$ cat src/rtl/fir_pkg.sv
// fir_pkg: shared types, constants and the fixed coefficient table of the
// 23-tap Q15 FIR. No dependencies.
`default_nettype none

package fir_pkg;

  // Sample and coefficient formats.
  localparam int SAMPLE_BITS = 16;
  localparam int COEFF_W     = 16;
  localparam int FRAC_BITS   = 15;

  // Digit-serial multiply: the sample is fed MSB digit first.
  localparam int DIGIT_W    = 4;
  localparam int NUM_DIGITS = (SAMPLE_BITS + DIGIT_W - 1) / DIGIT_W;
  localparam int DIG_CNT_W  = (NUM_DIGITS > 1) ? $clog2(NUM_DIGITS) : 1;
  localparam int EXT_W      = NUM_DIGITS * DIGIT_W;
  localparam int PROD_W     = COEFF_W + DIGIT_W + 1;
  localparam int PART_W     = COEFF_W + EXT_W;
  // Headroom for up to 64 taps plus one guard bit.
  localparam int ACC_W      = PART_W + 7;

  // Coefficient table; taps past the fixed set read as zero.
  localparam int NUM_FIXED = 23;
  localparam int IDX_W     = 6;
  localparam int FIX_IDX_W = 5;

  localparam logic signed [COEFF_W-1:0] LOWPASS [NUM_FIXED] = '{
    16'sd434,   16'sd143,   -16'sd738,  -16'sd1193, -16'sd153,  16'sd1287,
    16'sd682,   -16'sd1940, -16'sd2591, 16'sd2233,  16'sd10089, 16'sd13988,
    16'sd10089, 16'sd2233,  -16'sd2591, -16'sd1940, 16'sd682,   16'sd1287,
    -16'sd153,  -16'sd1193, -16'sd738,  16'sd143,   16'sd434
  };

  typedef struct packed {
    logic signed [SAMPLE_BITS-1:0] left_sample;
    logic signed [SAMPLE_BITS-1:0] right_sample;
  } fir_in_t;

  typedef struct packed {
    logic signed [SAMPLE_BITS-1:0] filtered_left;
    logic signed [SAMPLE_BITS-1:0] right_out;
  } fir_out_t;

  // Sequencer to MAC control group.
  typedef struct packed {
    logic clear;  // zero the accumulator
    logic step;   // process one digit
    logic load;   // first digit of a tap: take a new sample
    logic last;   // last digit of a tap: fold product into accumulator
  } mac_ctrl_t;

  function automatic logic signed [COEFF_W-1:0] coeff_at(input logic [IDX_W-1:0] idx);
    logic signed [COEFF_W-1:0] c;
    c = '0;
    if (idx < IDX_W'(NUM_FIXED)) begin
      c = LOWPASS[idx[FIX_IDX_W-1:0]];
    end
    return c;
  endfunction

endpackage

`default_nettype wire

$ cat src/rtl/fir_dline.sv
// fir_dline: rotating sample delay line of the FIR.
// Depends on fir_pkg.
`default_nettype none

module fir_dline #(
  parameter int TAPS = 23
) (
  input  wire logic                                    clk_i,
  input  wire logic                                    rst_ni,
  input  wire logic                                    push_i,
  input  wire logic                                    rot_i,
  input  wire logic signed [fir_pkg::SAMPLE_BITS-1:0]  sample_i,
  output logic signed [fir_pkg::SAMPLE_BITS-1:0]       head_o
);
  import fir_pkg::*;

  logic signed [SAMPLE_BITS-1:0] line_q [TAPS];
  logic signed [SAMPLE_BITS-1:0] line_d [TAPS];

  // push: newest at tap 0. rot: shift toward tap 0, tap 0 wraps to the end,
  // so TAPS rotations restore the line.
  always_comb begin
    for (int j = 0; j < TAPS; j++) begin
      line_d[j] = line_q[j];
    end
    if (push_i) begin
      line_d[0] = sample_i;
      for (int j = 1; j < TAPS; j++) begin
        line_d[j] = line_q[j-1];
      end
    end else if (rot_i) begin
      for (int j = 0; j < TAPS - 1; j++) begin
        line_d[j] = line_q[j+1];
      end
      line_d[TAPS-1] = line_q[0];
    end
  end

  always_ff @(posedge clk_i or negedge rst_ni) begin
    if (!rst_ni) begin
      for (int j = 0; j < TAPS; j++) begin
        line_q[j] <= '0;
      end
    end else begin
      for (int j = 0; j < TAPS; j++) begin
        line_q[j] <= line_d[j];
      end
    end
  end

  assign head_o = line_q[0];

endmodule

`default_nettype wire

$ cat src/rtl/fir_dsmac.sv
// fir_dsmac: digit-serial multiply-accumulate, one sample digit per cycle of step.
// Depends on fir_pkg.
`default_nettype none

module fir_dsmac (
  input  wire logic                                  clk_i,
  input  wire logic                                  rst_ni,
  input  wire fir_pkg::mac_ctrl_t                    ctrl_i,
  input  wire logic signed [fir_pkg::SAMPLE_BITS-1:0] sample_i,
  input  wire logic signed [fir_pkg::COEFF_W-1:0]     coeff_i,
  output logic signed [fir_pkg::ACC_W-1:0]            acc_o
);
  import fir_pkg::*;

  logic [EXT_W-1:0]               dig_q, dig_d, src;
  logic [DIGIT_W-1:0]             digit;
  logic signed [DIGIT_W:0]        digit_s;
  logic signed [PROD_W-1:0]       prod;
  logic signed [PART_W-1:0]       part_q, part_d, part_sh;
  logic signed [ACC_W-1:0]        acc_q;
  logic                           add_q;

  always_comb begin
    src   = ctrl_i.load ? EXT_W'(sample_i) : dig_q;
    digit = src[EXT_W-1 -: DIGIT_W];
    dig_d = {src[EXT_W-DIGIT_W-1:0], {DIGIT_W{1'b0}}};
    // MSB digit carries the sign, the rest are unsigned
    digit_s = ctrl_i.load ? {digit[DIGIT_W-1], digit} : {1'b0, digit};
    prod    = PROD_W'(coeff_i) * PROD_W'(digit_s);
    part_sh = ctrl_i.load ? '0 : (part_q <<< DIGIT_W);
    part_d  = part_sh + PART_W'(prod);
  end

  always_ff @(posedge clk_i) begin
    if (ctrl_i.step) begin
      dig_q  <= dig_d;
      part_q <= part_d;
    end
  end

  // After its last digit, the tap product goes from part_q into the accumulator via add_q.
  always_ff @(posedge clk_i or negedge rst_ni) begin
    if (!rst_ni) begin
      add_q <= 1'b0;
      acc_q <= '0;
    end else begin
      add_q <= ctrl_i.step & ctrl_i.last;
      if (ctrl_i.clear) begin
        acc_q <= '0;
      end else if (add_q) begin
        acc_q <= acc_q + ACC_W'(part_q);
      end
    end
  end

  assign acc_o = acc_q;

endmodule

`default_nettype wire

$ cat src/rtl/fir_filter_23tap_q15.sv
// fir_filter_23tap_q15: stereo beat in, left channel through a TAPS-tap Q15
// FIR, right channel passed through. Depends on fir_pkg, fir_dline, fir_dsmac.
//
//   channel | valid       | ready       | payload
//   --------+-------------+-------------+----------------------------------
//   input   | in_valid_i  | in_ready_o  | in_data_i  (left, right sample)
//   output  | out_valid_o | out_ready_i | out_data_o (filtered left, right)
//
// For each beat the shared digit-serial MAC handles one 4-bit sample digit per
// cycle, tap by tap, before the drain and finish states.
// in_ready_o is high only while the sequencer is idle; the output register
// lets a new beat start while the previous result still waits.
// A stalled output holds the finished result in the sequencer until the
// output register frees up. Reset clears the delay line and all control.
`default_nettype none

module fir_filter_23tap_q15 #(
  parameter int TAPS = 23
) (
  input  wire logic              clk_i,
  input  wire logic              rst_ni,
  input  wire logic              in_valid_i,
  output logic                   in_ready_o,
  input  wire fir_pkg::fir_in_t  in_data_i,
  output logic                   out_valid_o,
  input  wire logic              out_ready_i,
  output fir_pkg::fir_out_t      out_data_o
);
  import fir_pkg::*;

  localparam int TCW = (TAPS > 1) ? $clog2(TAPS) : 1;
  localparam int QW  = ACC_W - FRAC_BITS;

  localparam logic [1:0] S_IDLE  = 2'd0;
  localparam logic [1:0] S_RUN   = 2'd1;
  localparam logic [1:0] S_DRAIN = 2'd2;
  localparam logic [1:0] S_FIN   = 2'd3;

  logic [1:0]              state_q, state_d;
  logic [TCW-1:0]          tcnt_q, tcnt_d;
  logic [DIG_CNT_W-1:0]    dcnt_q, dcnt_d;
  logic                    in_acc, out_load;
  logic                    dig_first, dig_last, tap_last;
  mac_ctrl_t               mac_ctrl;
  logic signed [SAMPLE_BITS-1:0] head;
  logic signed [COEFF_W-1:0]     coeff;
  logic signed [ACC_W-1:0]       acc;
  logic signed [QW-1:0]          qval;
  logic [QW-SAMPLE_BITS:0]       qtop;
  logic signed [SAMPLE_BITS-1:0] sat;
  logic signed [SAMPLE_BITS-1:0] right_q;
  logic                          out_valid_q;
  fir_out_t                      out_q;

  assign in_ready_o = (state_q == S_IDLE);
  assign in_acc     = in_valid_i & in_ready_o;
  assign out_load   = (state_q == S_FIN) & (~out_valid_q | out_ready_i);

  assign dig_first = (dcnt_q == '0);
  assign dig_last  = (dcnt_q == DIG_CNT_W'(NUM_DIGITS - 1));
  assign tap_last  = (tcnt_q == TCW'(TAPS - 1));

  // Sequencer: taps in order, digits MSB first within each tap.
  always_comb begin
    state_d = state_q;
    tcnt_d  = tcnt_q;
    dcnt_d  = dcnt_q;
    case (state_q)
      S_IDLE: begin
        if (in_acc) begin
          state_d = S_RUN;
          tcnt_d  = '0;
          dcnt_d  = '0;
        end
      end
      S_RUN: begin
        if (dig_last) begin
          dcnt_d = '0;
          tcnt_d = tcnt_q + TCW'(1);
          if (tap_last) begin
            state_d = S_DRAIN;
          end
        end else begin
          dcnt_d = dcnt_q + DIG_CNT_W'(1);
        end
      end
      S_DRAIN: begin
        state_d = S_FIN;
      end
      S_FIN: begin
        if (out_load) begin
          state_d = S_IDLE;
        end
      end
      default: begin
        state_d = S_IDLE;
      end
    endcase
  end

  always_comb begin
    mac_ctrl.clear = in_acc;
    mac_ctrl.step  = (state_q == S_RUN);
    mac_ctrl.load  = dig_first;
    mac_ctrl.last  = dig_last;
  end

  assign coeff = coeff_at(IDX_W'(tcnt_q));

  fir_dline #(
    .TAPS (TAPS)
  ) u_dline (
    .clk_i    (clk_i),
    .rst_ni   (rst_ni),
    .push_i   (in_acc),
    .rot_i    (mac_ctrl.step & dig_first),
    .sample_i (in_data_i.left_sample),
    .head_o   (head)
  );

  fir_dsmac u_mac (
    .clk_i    (clk_i),
    .rst_ni   (rst_ni),
    .ctrl_i   (mac_ctrl),
    .sample_i (head),
    .coeff_i  (coeff),
    .acc_o    (acc)
  );

  // Arithmetic shift by FRAC_BITS, then clamp to the sample range.
  always_comb begin
    qval = acc[ACC_W-1:FRAC_BITS];
    qtop = qval[QW-1:SAMPLE_BITS-1];
    if ((&qtop) || !(|qtop)) begin
      sat = qval[SAMPLE_BITS-1:0];
    end else if (qval[QW-1]) begin
      sat = {1'b1, {(SAMPLE_BITS-1){1'b0}}};
    end else begin
      sat = {1'b0, {(SAMPLE_BITS-1){1'b1}}};
    end
  end

  always_ff @(posedge clk_i or negedge rst_ni) begin
    if (!rst_ni) begin
      state_q     <= S_IDLE;
      tcnt_q      <= '0;
      dcnt_q      <= '0;
      out_valid_q <= 1'b0;
    end else begin
      state_q <= state_d;
      tcnt_q  <= tcnt_d;
      dcnt_q  <= dcnt_d;
      if (out_load) begin
        out_valid_q <= 1'b1;
      end else if (out_ready_i) begin
        out_valid_q <= 1'b0;
      end
    end
  end

  // Payload registers.
  always_ff @(posedge clk_i) begin
    if (in_acc) begin
      right_q <= in_data_i.right_sample;
    end
    if (out_load) begin
      out_q.filtered_left <= sat;
      out_q.right_out     <= right_q;
    end
  end

  assign out_valid_o = out_valid_q;
  assign out_data_o  = out_q;

  // Accepted beat always starts the MAC sequence.
  a_accept_runs: assert property (@(posedge clk_i) disable iff (!rst_ni)
    in_acc |=> (state_q == S_RUN) && (tcnt_q == '0) && (dcnt_q == '0))
    else $error("accepted beat did not start the tap sequence");

  // Tap and digit counters never leave their ranges while running.
  a_tap_range: assert property (@(posedge clk_i) disable iff (!rst_ni)
    (state_q == S_RUN) |-> (tcnt_q <= TCW'(TAPS - 1)) &&
                           (dcnt_q <= DIG_CNT_W'(NUM_DIGITS - 1)))
    else $error("tap or digit counter out of range");

  // A finished result that moves to the output register shows as valid, and the sequencer is idle.
  a_result_out: assert property (@(posedge clk_i) disable iff (!rst_ni)
    out_load |=> out_valid_o && (state_q == S_IDLE))
    else $error("finished result not presented");

  // No new beat is taken while the sequencer is busy.
  a_busy_block: assert property (@(posedge clk_i) disable iff (!rst_ni)
    (state_q != S_IDLE) |-> !in_ready_o)
    else $error("input ready while busy");

endmodule

`default_nettype wire
$ cat config.mk
export PLATFORM = sky130hd
export DESIGN_NAME = fir_filter_23tap_q15
export DESIGN_NICKNAME = d
export VERILOG_FILES = /design/src/rtl/fir_pkg.sv /design/src/rtl/fir_dline.sv /design/src/rtl/fir_dsmac.sv /design/src/rtl/fir_filter_23tap_q15.sv
export SDC_FILE = /design/constraint.sdc
export NUM_CORES = 2
export LEC_CHECK = 0
export BUFFER_PORTS_ARGS = -buffer_cell sky130_fd_sc_hd__buf_2
export CORE_ASPECT_RATIO = 0.9
export CORE_MARGIN = 2
export CORE_UTILIZATION = 55
export CTS_BUF_LIST = sky130_fd_sc_hd__clkbuf_16
export DETAILED_ROUTE_END_ITERATION = 12
export GPL_TIMING_DRIVEN = 0
export PLACE_DENSITY = 0.71
export SYNTH_ARGS = -nofsm -noshare
export SYNTH_HDL_FRONTEND = slang
export SYNTH_SLANG_ARGS = --single-unit
$ cat constraint.sdc
create_clock -name clk_i -period 11.24 [get_ports clk_i]
set_clock_uncertainty 0.15 [all_clocks]
set_input_delay 0.562 -clock clk_i [delete_from_list [all_inputs] [get_ports clk_i]]
set_output_delay 0.562 -clock clk_i [all_outputs]
set_load 0.02 [all_outputs]
==> metrics list <==
- The run finished with clean final reports.
* Number of cells on the worst reg-to-reg path: 23
- For this run the aggregate overflow at the end of global routing stands at 0.
- Post-route DRC: 0
- The area growth from synthesis to layout is 11.37%.
- During I/O placement, the number of pins put on the boundary was 70.
- The via count of the first global-routing pass came to 23406.
- Synth Area per Inst: 8.897 µm²
- For this block, the via count after detailed routing is 24105.
* Count of cell types in the netlist: 74
- Worst setup margin: 2.849 ns
- Detailed router's first-iteration violation count: 2164
- STA classifies the critical path endpoint as a register.
* Die X-Extent: 245.3 µm
- The die covers 0.05424 mm².
- Most instantiated library cell after synthesis: nand2_1
- Setup Total Neg Slack: 0 ns
- Synthesis inferred 510 register bits.
- Initial cell density of the core: 0.5574
* Gr usage total: 0.2807
- Core region area: 0.05170 mm²
* Number of I/O port buffers: 69
- Setup slack of the worst register-to-register path: 2.85 ns
- Synth cell count leaders: nand2_1 (826), nor2_1 (485), dfrtp_1 (418)
- Number of placement rows: 79
- # clock sinks: 510
- Wire per inst: 18.27 µm
* Post-detailed-route count of antenna-violating nets: 0
- Most area-consuming cells after synthesis: dfrtp_1 (36%), nand2_1 (11%), edfxtp_1 (9.6%), a31oi_1 (8.1%), fa_1 (6.9%)
* Cell at the root of the clock tree: clkbuf_16
- Setup violations remaining at the end of the flow were counted as 0.
- Dividing total power by cell area gives a power density of 115.0 mW/mm².
* Initial antenna violation count: 0
- In this run the tightest slew margin relative to its limit is 0.3302.
- Dividing the detail-routed via count by the number of cells gives 5.852.
* TritonCTS clock tree: yes
- Pin count of the biggest net entering global routing: 115
- The share of synthesized area in the top cell type comes to 0.3630.
- Walking the worst path, the cells encountered are inv_1 > ha_1 > buf_1 > mux2i_1 > clkbuf_1 > nor2_1 > fa_1 > inv_1 > fa_1 > inv_1 > fa_1 > ha_1 > ha_1 > clkbuf_1 > a21o_1 > a21o_1 > a21o_1 > a211oi_1 > o31ai_1 > a21oi_1 > o21ai_1 > a21oi_1 > xnor2_1.
- Proportion of synthesized chip area in sequential cells: 0.4589
- Maximum clock insertion buffer count: 3
- Combined buffer and inverter count along the critical path: 6
- Clock-pin slew was measured on the worst setup and hold paths at 0.06 ns.
* Max capacitance violation total: 0
- In this run, CTS created clock tree buffers numbering 54.
- Ys flop type: dfrtp_1
- At the worst endpoint, the arrival time is 8.59 ns.
- Data required, critical path: 11.44 ns
* Unrepaired setup endpoints after global routing: false
- EDFF count, synth: 92
- The routed design has 75270 µm of wire.
- Insertion delay to the later sink of the worst-skew pair: 0.62 ns
- At the pin with the least slew margin, the transition time is 0.9768 ns.
- The critical path is of the register to register type.
* Nets: 3638
- VDD sags by at most 0.1270 mV.
- First-pass GRT wire length: 124600 µm
- Counting flops with an async set or reset pin after synthesis yields a share of 0.8196.
- H-tree depth: 2
- Along the worst path, the maximum fanout reaches 11.
* Leakage dissipation: 14.20 nW
- Hold Path Depth: 3
- The number of max-slew violations in the final report was 0.
* Post-detailed-placement half-perimeter wirelength: 56390 µm
- Cell taking the most area after synthesis: dfrtp_1
- Hold WC Path Type: input pin to register
- The critical path runs through a total of 23 cells.
* Net Count, Synth: 3491
- The number of antenna diodes in the final layout is 0.
- In this design, the stage delay of the slowest critical-path cell is 1.11 ns.
- Prior to clock tree synthesis, the placed netlist has a worst setup slack of 2.991 ns.
- FMAX: 119.2 MHz
- In this run the vertical extent of the chip is 221.2 µm.
- Syn Inst Count: 3239
- The synthesized netlist occupies a cell area of 0.02882 mm².
* Router iterations before antenna repair: 6
* RePlAce Congestion: 0.9053
- Yosys printed 0 warnings.
- Largest delay contributor family on the critical path: adder cells
- Final worst path period need: 8.391 ns
- The count of endpoints failing hold in the final timing report came to 0.
- In the finished design, the share of the clock period the worst path needs comes to 0.7466.
* Setup crit start kind: register
- Standard cell with the maximum stage delay on the critical path: fa_1
- In the final layout, the share of cells above drive strength 1 is 0.05392.
flip-flops by register name, indices dropped and copies added, names as in the netlist:
signal,cells
dcnt_q,2
out_data_o,32
out_valid_o,1
right_q,16
state_q,2
tcnt_q,5
u_dline.head_o,16
u_dline.line_q,352
u_mac.acc_o,39
u_mac.add_q,1
u_mac.dig_q,12
u_mac.part_q,32
cell families after synthesis:
logic type,Yosys count,share of synthesized area
simple gates,1466,0.2037
compound gates,652,0.1447
flops,510,0.4589
buf+inv,286,0.03730
fa+ha+maj,216,0.1198
xor+xnor,62,0.01884
mux,47,0.01680
per-stage QoR:
step	std cells	total power [W]	hold slack, ns	area, µm²	util
after CTS	4119	0.003719	0.01092	32090	0.6208
after global placement	3996	0.001949	0.2505	30020	0.5808
after global routing	4119	0.003804	0.03640	32090	0.6208
after floorplan	3239	0.001913	0.1164	28820	-
after detailed placement	4001	0.001954	0.2555	30170	0.5836
final	4119	0.003690	0.03970	32090	0.6208
path summary, 6_finish.rpt:
kind,endpoint,start
max,u_mac.part_q[30]$_DFFE_PP_,dcnt_q[0]$_DFFE_PN0P_
min in group asynchronous,u_dline.line_q[31]$_DFFE_PN0P_,rst_ni
min,u_dline.head_o[6]$_DFFE_PN0P_,in_data_i[22]
max reg2reg,u_mac.part_q[30]$_DFFE_PP_,dcnt_q[0]$_DFFE_PN0P_
min reg2reg,out_data_o[5]$_DFFE_PP_,right_q[5]$_DFFE_PP_
max in group asynchronous,u_dline.line_q[330]$_DFFE_PN0P_,rst_ni
what timing repair did:
| item | in CTS | in global routing |
|---|---|---|
| hold buffers | 17 | 0 |
| resized for setup | 0 | 0 |
| endpoints found under the hold margin | 85 | 0 |
| setup buffers | 0 | 0 |
per-layer routing:
| metal | wire [µm] | share of wire | GRT usage |
|---|---|---|---|
| met1 | 35460 | 0.47 | 0.4301 |
| met5 | 0 | 0 | 0 |
| met4 | 1824 | 0.024 | 0.08045 |
| met3 | 4879 | 0.065 | 0.03869 |
| met2 | 33110 | 0.44 | 0.4168 |
worst min-delay path, delay by kind of cell:
| family | cells | cell delay, ns |
|---|---|---|
| compound gates | 1 | 0.07 |
| simple gates | 1 | 0.04 |
| buf+inv | 1 | 0.09 |
final cells by class:
cell class                 count  area (µm²)
fill                        4340       19600
multi-input combinational   2443       14530
sequential                   510       13220
clock buffer                  55        1376
tap                          688       860.8
buffer                       219       824.5
timing repair buffer          91       655.6
clock inverter                46       376.6
inverter                      67       251.5
layout by cell type (no fill, tap or decap), types with 19 or more instances in the layout:
cell type  count
edfxtp_1      92
a21oi_1       76
clkbuf_1     207
fa_1         100
dfrtp_1      418
xnor2_1       43
clkbuf_16     55
nand3_1       23
and2_1        22
nand2_1      826
nor2b_1       28
o21ai_0       54
a31oi_1      373
nor3_1        21
ha_1         115
mux2i_1       36
xor2_1        19
buf_2         69
inv_1         83
a21o_1        45
nor2_1       484
report_power, final:
group / total [W] / internal (W) / switching (W)
Clock: 0.00177 / 0.00100 / 0.000763
Combinational: 0.0000447 / 0.0000126 / 0.0000322
Sequential: 0.00188 / 0.00188 / 0.00000000000000000000941
Note: power is estimated with default switching activity, not from simulation.
